$ cat config.mk
export PLATFORM = sky130hd
export DESIGN_NAME = led_cube_frame_receiver_and_scanner
export DESIGN_NICKNAME = d
export VERILOG_FILES = /design/src/lcube_pkg.sv /design/src/lcube_frame_store.sv /design/src/lcube_ctrl.sv /design/src/led_cube_frame_receiver_and_scanner.sv
export SDC_FILE = /design/constraint.sdc
export NUM_CORES = 1
export LEC_CHECK = 0
export ABC_AREA = 1
export ABC_CLOCK_PERIOD_IN_PS = 3550
export BUFFER_PORTS_ARGS = -buffer_cell sky130_fd_sc_hd__buf_2
export CORE_MARGIN = 8
export CORE_UTILIZATION = 45
export CTS_CLUSTER_SIZE = 24
export DETAILED_ROUTE_END_ITERATION = 7
export PLACE_DENSITY = 0.72
export REMOVE_ABC_BUFFERS = 1
export SLEW_MARGIN = 20
export SYNTH_ARGS = -nofsm -noshare
export SYNTH_HDL_FRONTEND = slang
export SYNTH_HIERARCHICAL = 1
export SYNTH_SLANG_ARGS = --single-unit
$ cat constraint.sdc
create_clock -name clk_i -period 3.55 [get_ports clk_i]
set_clock_uncertainty 0.1 [all_clocks]
set_input_delay 0.8875 -clock clk_i [delete_from_list [all_inputs] [get_ports clk_i]]
set_output_delay 0.8875 -clock clk_i [all_outputs]
set_load 0.005 [all_outputs]
$ cat src/lcube_pkg.sv
// Shared types and constants for the LED cube frame receiver and scanner.
// No dependencies; imported by every module of the block.
`default_nettype none

package lcube_pkg;

  // Item kinds carried on the mode field
  localparam logic MODE_BYTE = 1'b0;
  localparam logic MODE_TICK = 1'b1;

  localparam logic [7:0] SYNC_RESET = 8'hF2;
  localparam logic [7:0] DRIVE_OFF  = 8'hFF;
  localparam logic [7:0] FRONT_INIT = 8'hFF;
  localparam logic [7:0] BACK_INIT  = 8'h00;

  // Per-item result fields, apart from the column byte from the store
  typedef struct packed {
    logic       mode;
    logic [7:0] row_n;
    logic [7:0] layer_n;
    logic       swapped;
  } lcube_side_t;

endpackage

`default_nettype wire

$ cat src/lcube_frame_store.sv
// Two-bank frame memory with one write and one registered read port.
// Per-entry valid bits give the reset pattern; uses lcube_pkg.
`default_nettype none

module lcube_frame_store #(
  parameter int AW = 6
) (
  input  wire logic          clk_i,
  input  wire logic          rst_ni,
  input  wire logic          wr_en_i,
  input  wire logic [AW:0]   wr_addr_i,
  input  wire logic [7:0]    wr_data_i,
  input  wire logic          rd_en_i,
  input  wire logic [AW:0]   rd_addr_i,
  output      logic [7:0]    rd_data_o
);
  import lcube_pkg::*;

  localparam int Depth = 2 ** (AW + 1);

  logic [7:0]       mem_q [Depth];
  logic [Depth-1:0] valid_q;
  logic [7:0]       rd_q;
  logic             rd_valid_q;
  logic             rd_bank_q;

  // Write port and registered read port
  always_ff @(posedge clk_i) begin
    if (wr_en_i) begin
      mem_q[wr_addr_i] <= wr_data_i;
    end
    if (rd_en_i) begin
      rd_q      <= mem_q[rd_addr_i];
      rd_bank_q <= rd_addr_i[AW];
    end
  end

  // Mark entries once written; reset drops them all back to their initial value
  always_ff @(posedge clk_i or negedge rst_ni) begin
    if (!rst_ni) begin
      valid_q    <= '0;
      rd_valid_q <= 1'b0;
    end else begin
      if (wr_en_i) begin
        valid_q[wr_addr_i] <= 1'b1;
      end
      if (rd_en_i) begin
        rd_valid_q <= valid_q[rd_addr_i];
      end
    end
  end

  // Bank 0 starts as the lit front frame, bank 1 as the dark back frame
  always_comb begin
    if (rd_valid_q) begin
      rd_data_o = rd_q;
    end else if (rd_bank_q) begin
      rd_data_o = BACK_INIT;
    end else begin
      rd_data_o = FRONT_INIT;
    end
  end

endmodule

`default_nettype wire

$ cat src/lcube_ctrl.sv
// Frame receiver and scan sequencer: sync detection, write index, bank swap,
// row and layer counters. Uses lcube_pkg; drives lcube_frame_store.
`default_nettype none

module lcube_ctrl #(
  parameter int CUBE_SIDE = 8,
  parameter int AW        = 6,
  parameter int RW        = 3
) (
  input  wire logic                  clk_i,
  input  wire logic                  rst_ni,
  input  wire logic                  accept_i,
  input  wire logic                  mode_i,
  input  wire logic [7:0]            rx_byte_i,
  input  wire logic [7:0]            sync_byte_i,
  output      logic                  wr_en_o,
  output      logic [AW:0]           wr_addr_o,
  output      logic [7:0]            wr_data_o,
  output      logic                  rd_en_o,
  output      logic [AW:0]           rd_addr_o,
  output      lcube_pkg::lcube_side_t side_o
);
  import lcube_pkg::*;

  localparam logic [AW-1:0] LastIdx  = AW'(CUBE_SIDE * CUBE_SIDE - 1);
  localparam logic [RW-1:0] LastScan = RW'(CUBE_SIDE - 1);

  logic          receiving_q, receiving_d;
  logic          front_q, front_d;
  logic [AW-1:0] widx_q, widx_d;
  logic [RW-1:0] row_q, row_d;
  logic [RW-1:0] layer_q, layer_d;
  logic          swapped;
  logic [AW-1:0] scan_idx;

  // Front-frame entry for the current row and layer
  assign scan_idx  = AW'(layer_q) * AW'(CUBE_SIDE) + AW'(row_q);
  assign rd_en_o   = accept_i && (mode_i == MODE_TICK);
  assign rd_addr_o = {front_q, scan_idx};
  assign wr_addr_o = {~front_q, widx_q};
  assign wr_data_o = rx_byte_i;

  // Detect the sync byte, receive bytes into the back frame, swap banks when it is full, and advance the scan position
  always_comb begin
    receiving_d = receiving_q;
    front_d     = front_q;
    widx_d      = widx_q;
    row_d       = row_q;
    layer_d     = layer_q;
    wr_en_o     = 1'b0;
    swapped     = 1'b0;
    if (accept_i) begin
      if (mode_i == MODE_BYTE) begin
        if (!receiving_q) begin
          if (rx_byte_i == sync_byte_i) begin
            receiving_d = 1'b1;
            widx_d      = '0;
          end
        end else begin
          wr_en_o = 1'b1;
          if (widx_q == LastIdx) begin
            front_d     = ~front_q;
            receiving_d = 1'b0;
            widx_d      = '0;
            swapped     = 1'b1;
          end else begin
            widx_d = widx_q + AW'(1);
          end
        end
      end else begin
        if (row_q == LastScan) begin
          row_d = '0;
          if (layer_q == LastScan) begin
            layer_d = '0;
          end else begin
            layer_d = layer_q + RW'(1);
          end
        end else begin
          row_d = row_q + RW'(1);
        end
      end
    end
  end

  // Result fields that do not come from the store
  always_comb begin
    side_o.mode    = mode_i;
    side_o.swapped = swapped;
    if (mode_i == MODE_TICK) begin
      side_o.row_n   = ~(8'd1 << row_q);
      side_o.layer_n = ~(8'd1 << layer_q);
    end else begin
      side_o.row_n   = DRIVE_OFF;
      side_o.layer_n = DRIVE_OFF;
    end
  end

  always_ff @(posedge clk_i or negedge rst_ni) begin
    if (!rst_ni) begin
      receiving_q <= 1'b0;
      front_q     <= 1'b0;
      widx_q      <= '0;
      row_q       <= '0;
      layer_q     <= '0;
    end else begin
      receiving_q <= receiving_d;
      front_q     <= front_d;
      widx_q      <= widx_d;
      row_q       <= row_d;
      layer_q     <= layer_d;
    end
  end

endmodule

`default_nettype wire

$ cat src/led_cube_frame_receiver_and_scanner.sv
// Double-buffered LED cube frame receiver and scan controller.
// A result passes through the store read stage, then the result register. Throughput:
// one item per cycle while the output does not stall, set by the single-port store
// read and the one-deep stage in front of the result register.
// Reset: idle receiver, scan at row 0 layer 0, bank 0 front; every store entry
// reads as its initial value through per-entry valid bits, no clearing pass.
`default_nettype none

module led_cube_frame_receiver_and_scanner #(
  parameter int CUBE_SIDE = 8
) (
  input  wire logic       clk_i,
  input  wire logic       rst_ni,
  input  wire logic       cfg_valid_i,
  output      logic       cfg_ready_o,
  input  wire logic [7:0] cfg_data_i,
  input  wire logic       in_valid_i,
  output      logic       in_stall_o,
  input  wire logic       mode_i,
  input  wire logic [7:0] rx_byte_i,
  output      logic       out_valid_o,
  input  wire logic       out_stall_i,
  output      logic [7:0] column_bits_o,
  output      logic [7:0] row_drive_n_o,
  output      logic [7:0] layer_drive_n_o,
  output      logic       frame_swapped_o
);
  import lcube_pkg::*;

  localparam int AW = $clog2(CUBE_SIDE * CUBE_SIDE);
  localparam int RW = $clog2(CUBE_SIDE);

  logic        accept;
  logic        advance;
  logic [7:0]  sync_q;
  logic        wr_en;
  logic [AW:0] wr_addr;
  logic [7:0]  wr_data;
  logic        rd_en;
  logic [AW:0] rd_addr;
  logic [7:0]  rd_data;
  lcube_side_t side;
  lcube_side_t s1_side_q;
  logic        s1_valid_q;
  logic        out_valid_q;
  logic [7:0]  col_q;
  lcube_side_t out_side_q;

  // Sync byte register, always writable
  assign cfg_ready_o = 1'b1;

  always_ff @(posedge clk_i or negedge rst_ni) begin
    if (!rst_ni) begin
      sync_q <= SYNC_RESET;
    end else if (cfg_valid_i) begin
      sync_q <= cfg_data_i;
    end
  end

  // Handshake: read stage moves on when the result register is free or drains
  assign advance    = s1_valid_q && (!out_valid_q || !out_stall_i);
  assign in_stall_o = s1_valid_q && !advance;
  assign accept     = in_valid_i && !in_stall_o;

  lcube_ctrl #(
    .CUBE_SIDE(CUBE_SIDE),
    .AW       (AW),
    .RW       (RW)
  ) u_ctrl (
    .clk_i      (clk_i),
    .rst_ni     (rst_ni),
    .accept_i   (accept),
    .mode_i     (mode_i),
    .rx_byte_i  (rx_byte_i),
    .sync_byte_i(sync_q),
    .wr_en_o    (wr_en),
    .wr_addr_o  (wr_addr),
    .wr_data_o  (wr_data),
    .rd_en_o    (rd_en),
    .rd_addr_o  (rd_addr),
    .side_o     (side)
  );

  lcube_frame_store #(
    .AW(AW)
  ) u_store (
    .clk_i    (clk_i),
    .rst_ni   (rst_ni),
    .wr_en_i  (wr_en),
    .wr_addr_i(wr_addr),
    .wr_data_i(wr_data),
    .rd_en_i  (rd_en),
    .rd_addr_i(rd_addr),
    .rd_data_o(rd_data)
  );

  // Read stage: hold the item's side fields alongside the store read
  always_ff @(posedge clk_i or negedge rst_ni) begin
    if (!rst_ni) begin
      s1_valid_q <= 1'b0;
    end else if (accept) begin
      s1_valid_q <= 1'b1;
    end else if (advance) begin
      s1_valid_q <= 1'b0;
    end
  end

  always_ff @(posedge clk_i) begin
    if (accept) begin
      s1_side_q <= side;
    end
  end

  // Result register
  always_ff @(posedge clk_i or negedge rst_ni) begin
    if (!rst_ni) begin
      out_valid_q <= 1'b0;
    end else if (advance) begin
      out_valid_q <= 1'b1;
    end else if (!out_stall_i) begin
      out_valid_q <= 1'b0;
    end
  end

  always_ff @(posedge clk_i) begin
    if (advance) begin
      out_side_q <= s1_side_q;
      col_q      <= (s1_side_q.mode == MODE_TICK) ? rd_data : 8'h00;
    end
  end

  assign out_valid_o     = out_valid_q;
  assign column_bits_o   = col_q;
  assign row_drive_n_o   = out_side_q.row_n;
  assign layer_drive_n_o = out_side_q.layer_n;
  assign frame_swapped_o = out_side_q.swapped;

  // Byte results keep all drives off and the columns dark
  a_byte_dark: assert property (@(posedge clk_i) disable iff (!rst_ni)
    out_valid_o && row_drive_n_o == DRIVE_OFF |->
      column_bits_o == 8'h00 && layer_drive_n_o == DRIVE_OFF)
    else $error("byte result drives columns or layers");

  // Scan results select exactly one row and one layer and never report a swap
  a_scan_onehot: assert property (@(posedge clk_i) disable iff (!rst_ni)
    out_valid_o && row_drive_n_o != DRIVE_OFF |->
      $onehot(~row_drive_n_o) && $onehot(~layer_drive_n_o) && !frame_swapped_o)
    else $error("scan result with bad row or layer select");

  // An item in the read stage that cannot move on must block the input
  a_stall_hold: assert property (@(posedge clk_i) disable iff (!rst_ni)
    s1_valid_q && out_valid_q && out_stall_i |-> in_stall_o)
    else $error("input accepted while read stage is blocked");

endmodule

`default_nettype wire
* After elaboration in Yosys (flattened, before gate mapping)
Memory sizes are Yosys's and may differ from the RTL's. A register that Yosys moved wholly into a read port is not among the register bits. Index checks and enable logic that the tools add are counted.
Operators by class: $add $sub $neg 4, order comparisons 3, equality and inequality tests 5, shift-type cells 2, muxes and demuxes 24, bitwise logic cells 6, reductions and logical operators 18
Operator list (count):
- 128-bit bitwise OR | 1
- 6-bit two-way mux | 3
- 7-bit by 8-bit < comparator with 1-bit output (second input constant) | 2
- 8-bit two-way mux | 2
- 8-bit inverter | 2
- 1-bit by 3-bit << shifter with 8-bit output (first input constant) | 2
- 1-bit two-way mux | 15
- 8-bit equality test | 1
- 1-bit binary-select mux with 7-bit select | 1
- 1-bit demux with 7-bit select | 1
- 7-bit by 1-bit >= comparator with 1-bit output (second input constant) | 1
- 3-bit by 1-bit adder with 3-bit output (second input constant) | 2
- 6-bit by 1-bit adder with 6-bit output (second input constant) | 1
- 6-bit by 3-bit adder with 6-bit output | 1
- 3-bit equality test (second input constant) | 2
- 6-bit equality test (second input constant) | 1
- 3-bit two-way mux | 2
- 3-bit AND reduction | 2
- 1-bit logical AND | 5
- 1-bit logical NOT | 4
- 2-bit AND reduction | 2
- 4-bit AND reduction | 1
- 2-bit nonzero test | 2
- 1-bit inverter | 3
- other kinds (3) | 3
Word-level totals: flip-flop bits (word level) 197, RAM bits 1024, input bits 22, logic and storage cells 82, memories 1
Memory list:
- u_store.mem_q | words 128, width 8, read ports 1, clocked after memory_dff 1, write ports 1, line lcube_frame_store.sv:21 | logic [7:0] mem_q [Depth];

* Longest topological paths before layout
depth after elaboration 10, mapped depth 15

* By module
Netlist, hierarchy kept.
Modules (own cells, without submodules):
- lcube_frame_store | instances 1, cells each 4059, area each 47291.6 µm²
- led_cube_frame_receiver_and_scanner | instances 1, cells each 107, area each 1775.5 µm²
- lcube_ctrl | instances 1, cells each 167, area each 1197.4 µm²

* Worst setup path after synthesis
OpenSTA, ideal clock, no wires.
path kind input -> register, from input port out_stall_i, to memory u_store.mem_q[105][0] (enable), setup time 373 ps, arrival 2779 ps, setup slack 298 ps, cell stages on the path 9, path buffers 2, path through nand3_1 nand2_1 inv_1 nand2_2 nor2_2 clkbuf_1 nand2_1 clkbuf_1 nor2_1
Between the ends: cells in the longest elaborated chain, start to end 10
RTL lines:
- start: declaration | line led_cube_frame_receiver_and_scanner.sv:22 | input wire logic out_stall_i,
- 1-bit logical NOT
- 1-bit logical OR | line led_cube_frame_receiver_and_scanner.sv:61 | assign advance = s1_valid_q && (!out_valid_q || !out_stall_i);
- 1-bit logical AND | line led_cube_frame_receiver_and_scanner.sv:61
- 1-bit logical NOT | line led_cube_frame_receiver_and_scanner.sv:62 | assign in_stall_o = s1_valid_q && !advance;
- 1-bit logical AND | line led_cube_frame_receiver_and_scanner.sv:62
- 1-bit logical NOT | line led_cube_frame_receiver_and_scanner.sv:63 | assign accept = in_valid_i && !in_stall_o;
- 1-bit logical AND | line led_cube_frame_receiver_and_scanner.sv:63
- named net accept | line led_cube_frame_receiver_and_scanner.sv:33 | logic accept;
- 1-bit two-way mux | line lcube_ctrl.sv:52 | if (accept_i) begin
- named net wr_en | line led_cube_frame_receiver_and_scanner.sv:36 | logic wr_en;
- 1-bit two-way mux | line lcube_frame_store.sv:29 | if (wr_en_i) begin
- 1-bit two-way mux (implied by the code) | line lcube_frame_store.sv:30 | mem_q[wr_addr_i] <= wr_data_i;
- end: declaration | line lcube_frame_store.sv:21
The timed path passes the listed nets, and every way through them passes these cells.

* Worst setup path in the final report
from register u_ctrl.front_q, to memory u_store.mem_q[78][3] (enable)
Between the ends: cells in the longest elaborated chain, start to end 1
RTL lines:
- start: declaration | line lcube_ctrl.sv:29 | logic front_q, front_d;
- start signal: assignment | line lcube_ctrl.sv:107 | front_q <= front_d;
- 1-bit inverter | line lcube_ctrl.sv:40 | assign wr_addr_o = {~front_q, widx_q};
- named net wr_addr[6] | line led_cube_frame_receiver_and_scanner.sv:37 | logic [AW:0] wr_addr;
The timed path passes the listed nets, and every way through them passes these cells.

==> results.json <==
{
  "status": "completed",
  "drtAntennaViolNets": 0,
  "path_max_fanout": 12,
  "cap_violations": 0,
  "clkSinkCount": 1229,
  "viasPerCell": 5.64,
  "numCtsBuffers": 118,
  "ys_warn_count": 6,
  "max_slew.worst_pin.slew_ps": 1010,
  "p_leak_nw": 21.2,
  "drt_pass1_iterations": 8,
  "dieArea_um2": 123000,
  "vias": 33800,
  "drv_slew": 0,
  "clock_latency_ps": 720,
  "r2r_slack_ps": 460,
  "grt_pass1_vias": 32700,
  "cts_tree": "done",
  "route.detailed.drc": 0,
  "antenna_found_initial": 9,
  "coreArea_um2": 111000,
  "nets": 4443,
  "yosysTopAreaCell": "edfxtp_1",
  "ys_types": 30,
  "postLayoutCoreUtil_pct": 51.3,
  "fin_tns_setup_ps": 0,
  "irDropWorstVdd_uv": 563,
  "post_cts_resized": 0,
  "syn_area_per_cell_um2": 11.6,
  "rsz0062_at_grt": "no",
  "routabilityCongestion": 0.896,
  "io_buffer_count": 48,
  "fin_crit_ps": 3090,
  "drive_gt1_share_pct": 12.4,
  "required_ps": 3770,
  "grt_pass1_wl_um": 197000,
  "worst_hold_path_type": "in2async",
  "yosysMostFrequentCell": "nand2_1",
  "drt_iter0_drc": 4054,
  "setup_viol": 0,
  "worst_setup_path_end_kind": "flip-flop",
  "ys_top_cells_by_count": "nand2_1, edfxtp_1, nand3_1, nor2_1, o21ai_0",
  "mappedNetlistArea_um2": 50300,
  "synth_top_cell_area_share_pct": 64.3,
  "multi_input_area_um2": 12200,
  "die_width_um": 350,
  "synth_area_leaders": "edfxtp_1, nand2_1, nand3_1, dfrtp_1, nor2_1",
  "htreeDepth": 3,
  "holdBufCountCts": 0,
  "critPathKind": "reg2reg",
  "io_pins": 50,
  "grt_max_degree": 159,
  "critical_path_arrival_ps": 3310,
  "async_flop_share_pct": 12.4,
  "min_period_over_period_pct": 87.1,
  "wirelength_um": 130000,
  "stdcell_area_um2": 56700,
  "max_clock_freq_mhz": 323,
  "dieHeight_um": 350,
  "syn_inst": 4333,
  "cp-start-kind": "flip-flop",
  "yosysSeqAreaShare_pct": 71.9,
  "synth_ff_type": "edfxtp_1",
  "grt-ovfl-total": 0,
  "num-fill-cells": 9199,
  "slew_headroom_pct": 32.6,
  "clkTransAtPathRegs_ps": 70,
  "wire_per_inst_um": 21.7,
  "p_total_mw": 40.9,
  "reg2reg_to": "u_store/mem_q[78][3]$_DFFE_PP_",
  "whs_ps": 90.9,
  "r2r_cells": 5,
  "ys_ff_latch": 1229,
  "dp.final_hpwl_um": 77700,
  "start_util_pct": 45.4,
  "area_growth_pct": 12.9,
  "cts_root_buf": "clkbuf_16",
  "regArea_um2": 36200,
  "post_cts_buffers": 0,
  "num_rows": 122,
  "finalHoldViolCount": 0,
  "synth_edf_count": 1076,
  "power-per-cell-area_nw_per_um2": 722,
  "placed_area_um2": 52700,
  "r2r-start": "u_ctrl/front_q$_DFFE_PN0P_",
  "clk_path_buf_depth": 3,
  "grt_util_all_layers_pct": 20.7
}
registers in the layout, indices dropped and copies added (netlist names), 3 cells and up:
register	flops
u_ctrl/row_q	3
layer_drive_n_o	8
s1_side_q	18
u_store/mem_q	1024
sync_q	8
u_ctrl/widx_q	6
column_bits_o	8
u_ctrl/layer_q	3
u_store/rd_q	8
row_drive_n_o	8
u_store/valid_q	128
kinds of logic after synthesis:
logic type	Yosys count	share of synthesized area (%)
AOI/OAI and AO/OA	377	3.96
xor gates and xnor gates	4	0.0697
adders and majority gates	13	0.324
buffers and inverters	398	3.81
DFF	1229	71.9
muxes	1	0.0199
other	1	0.00746
and+or+nand+nor	2310	19.9
routing by layer:
metal  track usage [%]  vias to the layer above  wire (um)
li1                  -                    15300          -
met1              28.3                    16400      51900
met2              33.7                     1877      61500
met3              3.52                      305      12500
met4              7.07                        8       4320
met5                 0                        -         55
worst max-delay path, stage by stage (launching register included):
cell and delay, ps:
dfrtp_1 550, inv_1 310, inv_1 70, nor2_1 520, nand3_1 490, nor2_1 690
how the worst max path moves through the flow:
stage / start / end / slack, ps
3_3_place_gp: out_stall_i / u_store/mem_q[73][3]$_DFFE_PP_ / 60
3_5_place_dp: out_stall_i / u_store/mem_q[78][2]$_DFFE_PP_ / 50
5_1_grt: u_ctrl/front_q$_DFFE_PN0P_ / u_store/mem_q[73][7]$_DFFE_PP_ / 420
6_report: u_ctrl/front_q$_DFFE_PN0P_ / u_store/mem_q[78][3]$_DFFE_PP_ / 460
4_1_cts: u_ctrl/front_q$_DFFE_PN0P_ / u_store/mem_q[78][3]$_DFFE_PP_ / 550
2_1_floorplan: u_ctrl/row_q[0]$_DFFE_PN0P_ / u_store/rd_q[0]$_DFFE_PP_ / -20350
power breakdown:
| group | leakage, nW | switching (mW) | total (mW) | internal [mW] |
|---|---|---|---|---|
| sequential | 11.7 | 0.230 | 16.3 | 16.0 |
| clock | 1.92 | 5.39 | 12.9 | 7.49 |
| combinational | 7.62 | 8.54 | 11.8 | 3.26 |
cells in the final DEF, fill, tap and decap left out, drive strengths merged:
cell	instances
edfxtp	1076
mux2i	1
clkbuf	158
xor2	4
dfrtp	148
o21ai	222
nand3	767
diode	3
o22ai	80
dfstp	5
nand2	1097
inv	123
clkinv	42
nor3	8
bufinv	16
conb	1
or2	129
clkinvlp	9
buf	228
a21oi	74
o21a	1
ha	13
nor2	309
metrics by stage:
step / setup slack, ps / instances
2_1_floorplan: -20350 / 4059
3_3_place_gp: 64.3 / 5776
3_5_place_dp: 47.5 / 5776
4_1_cts: 553 / 5999
5_1_grt: 420 / 5999
6_report: 456 / 6002
layout make-up:
type,instances,area share (%)
Inverter,124,0.853
Clock buffer,157,5.61
Multi-Input combinational cell,2706,21.5
Sequential cell,1229,63.7
Clock inverter,66,1.44
Antenna cell,3,0.0132
Timing Repair Buffer,229,3.55
Tap cell,1488,3.28
No activity file was read; power rests on OpenSTA's default activity.
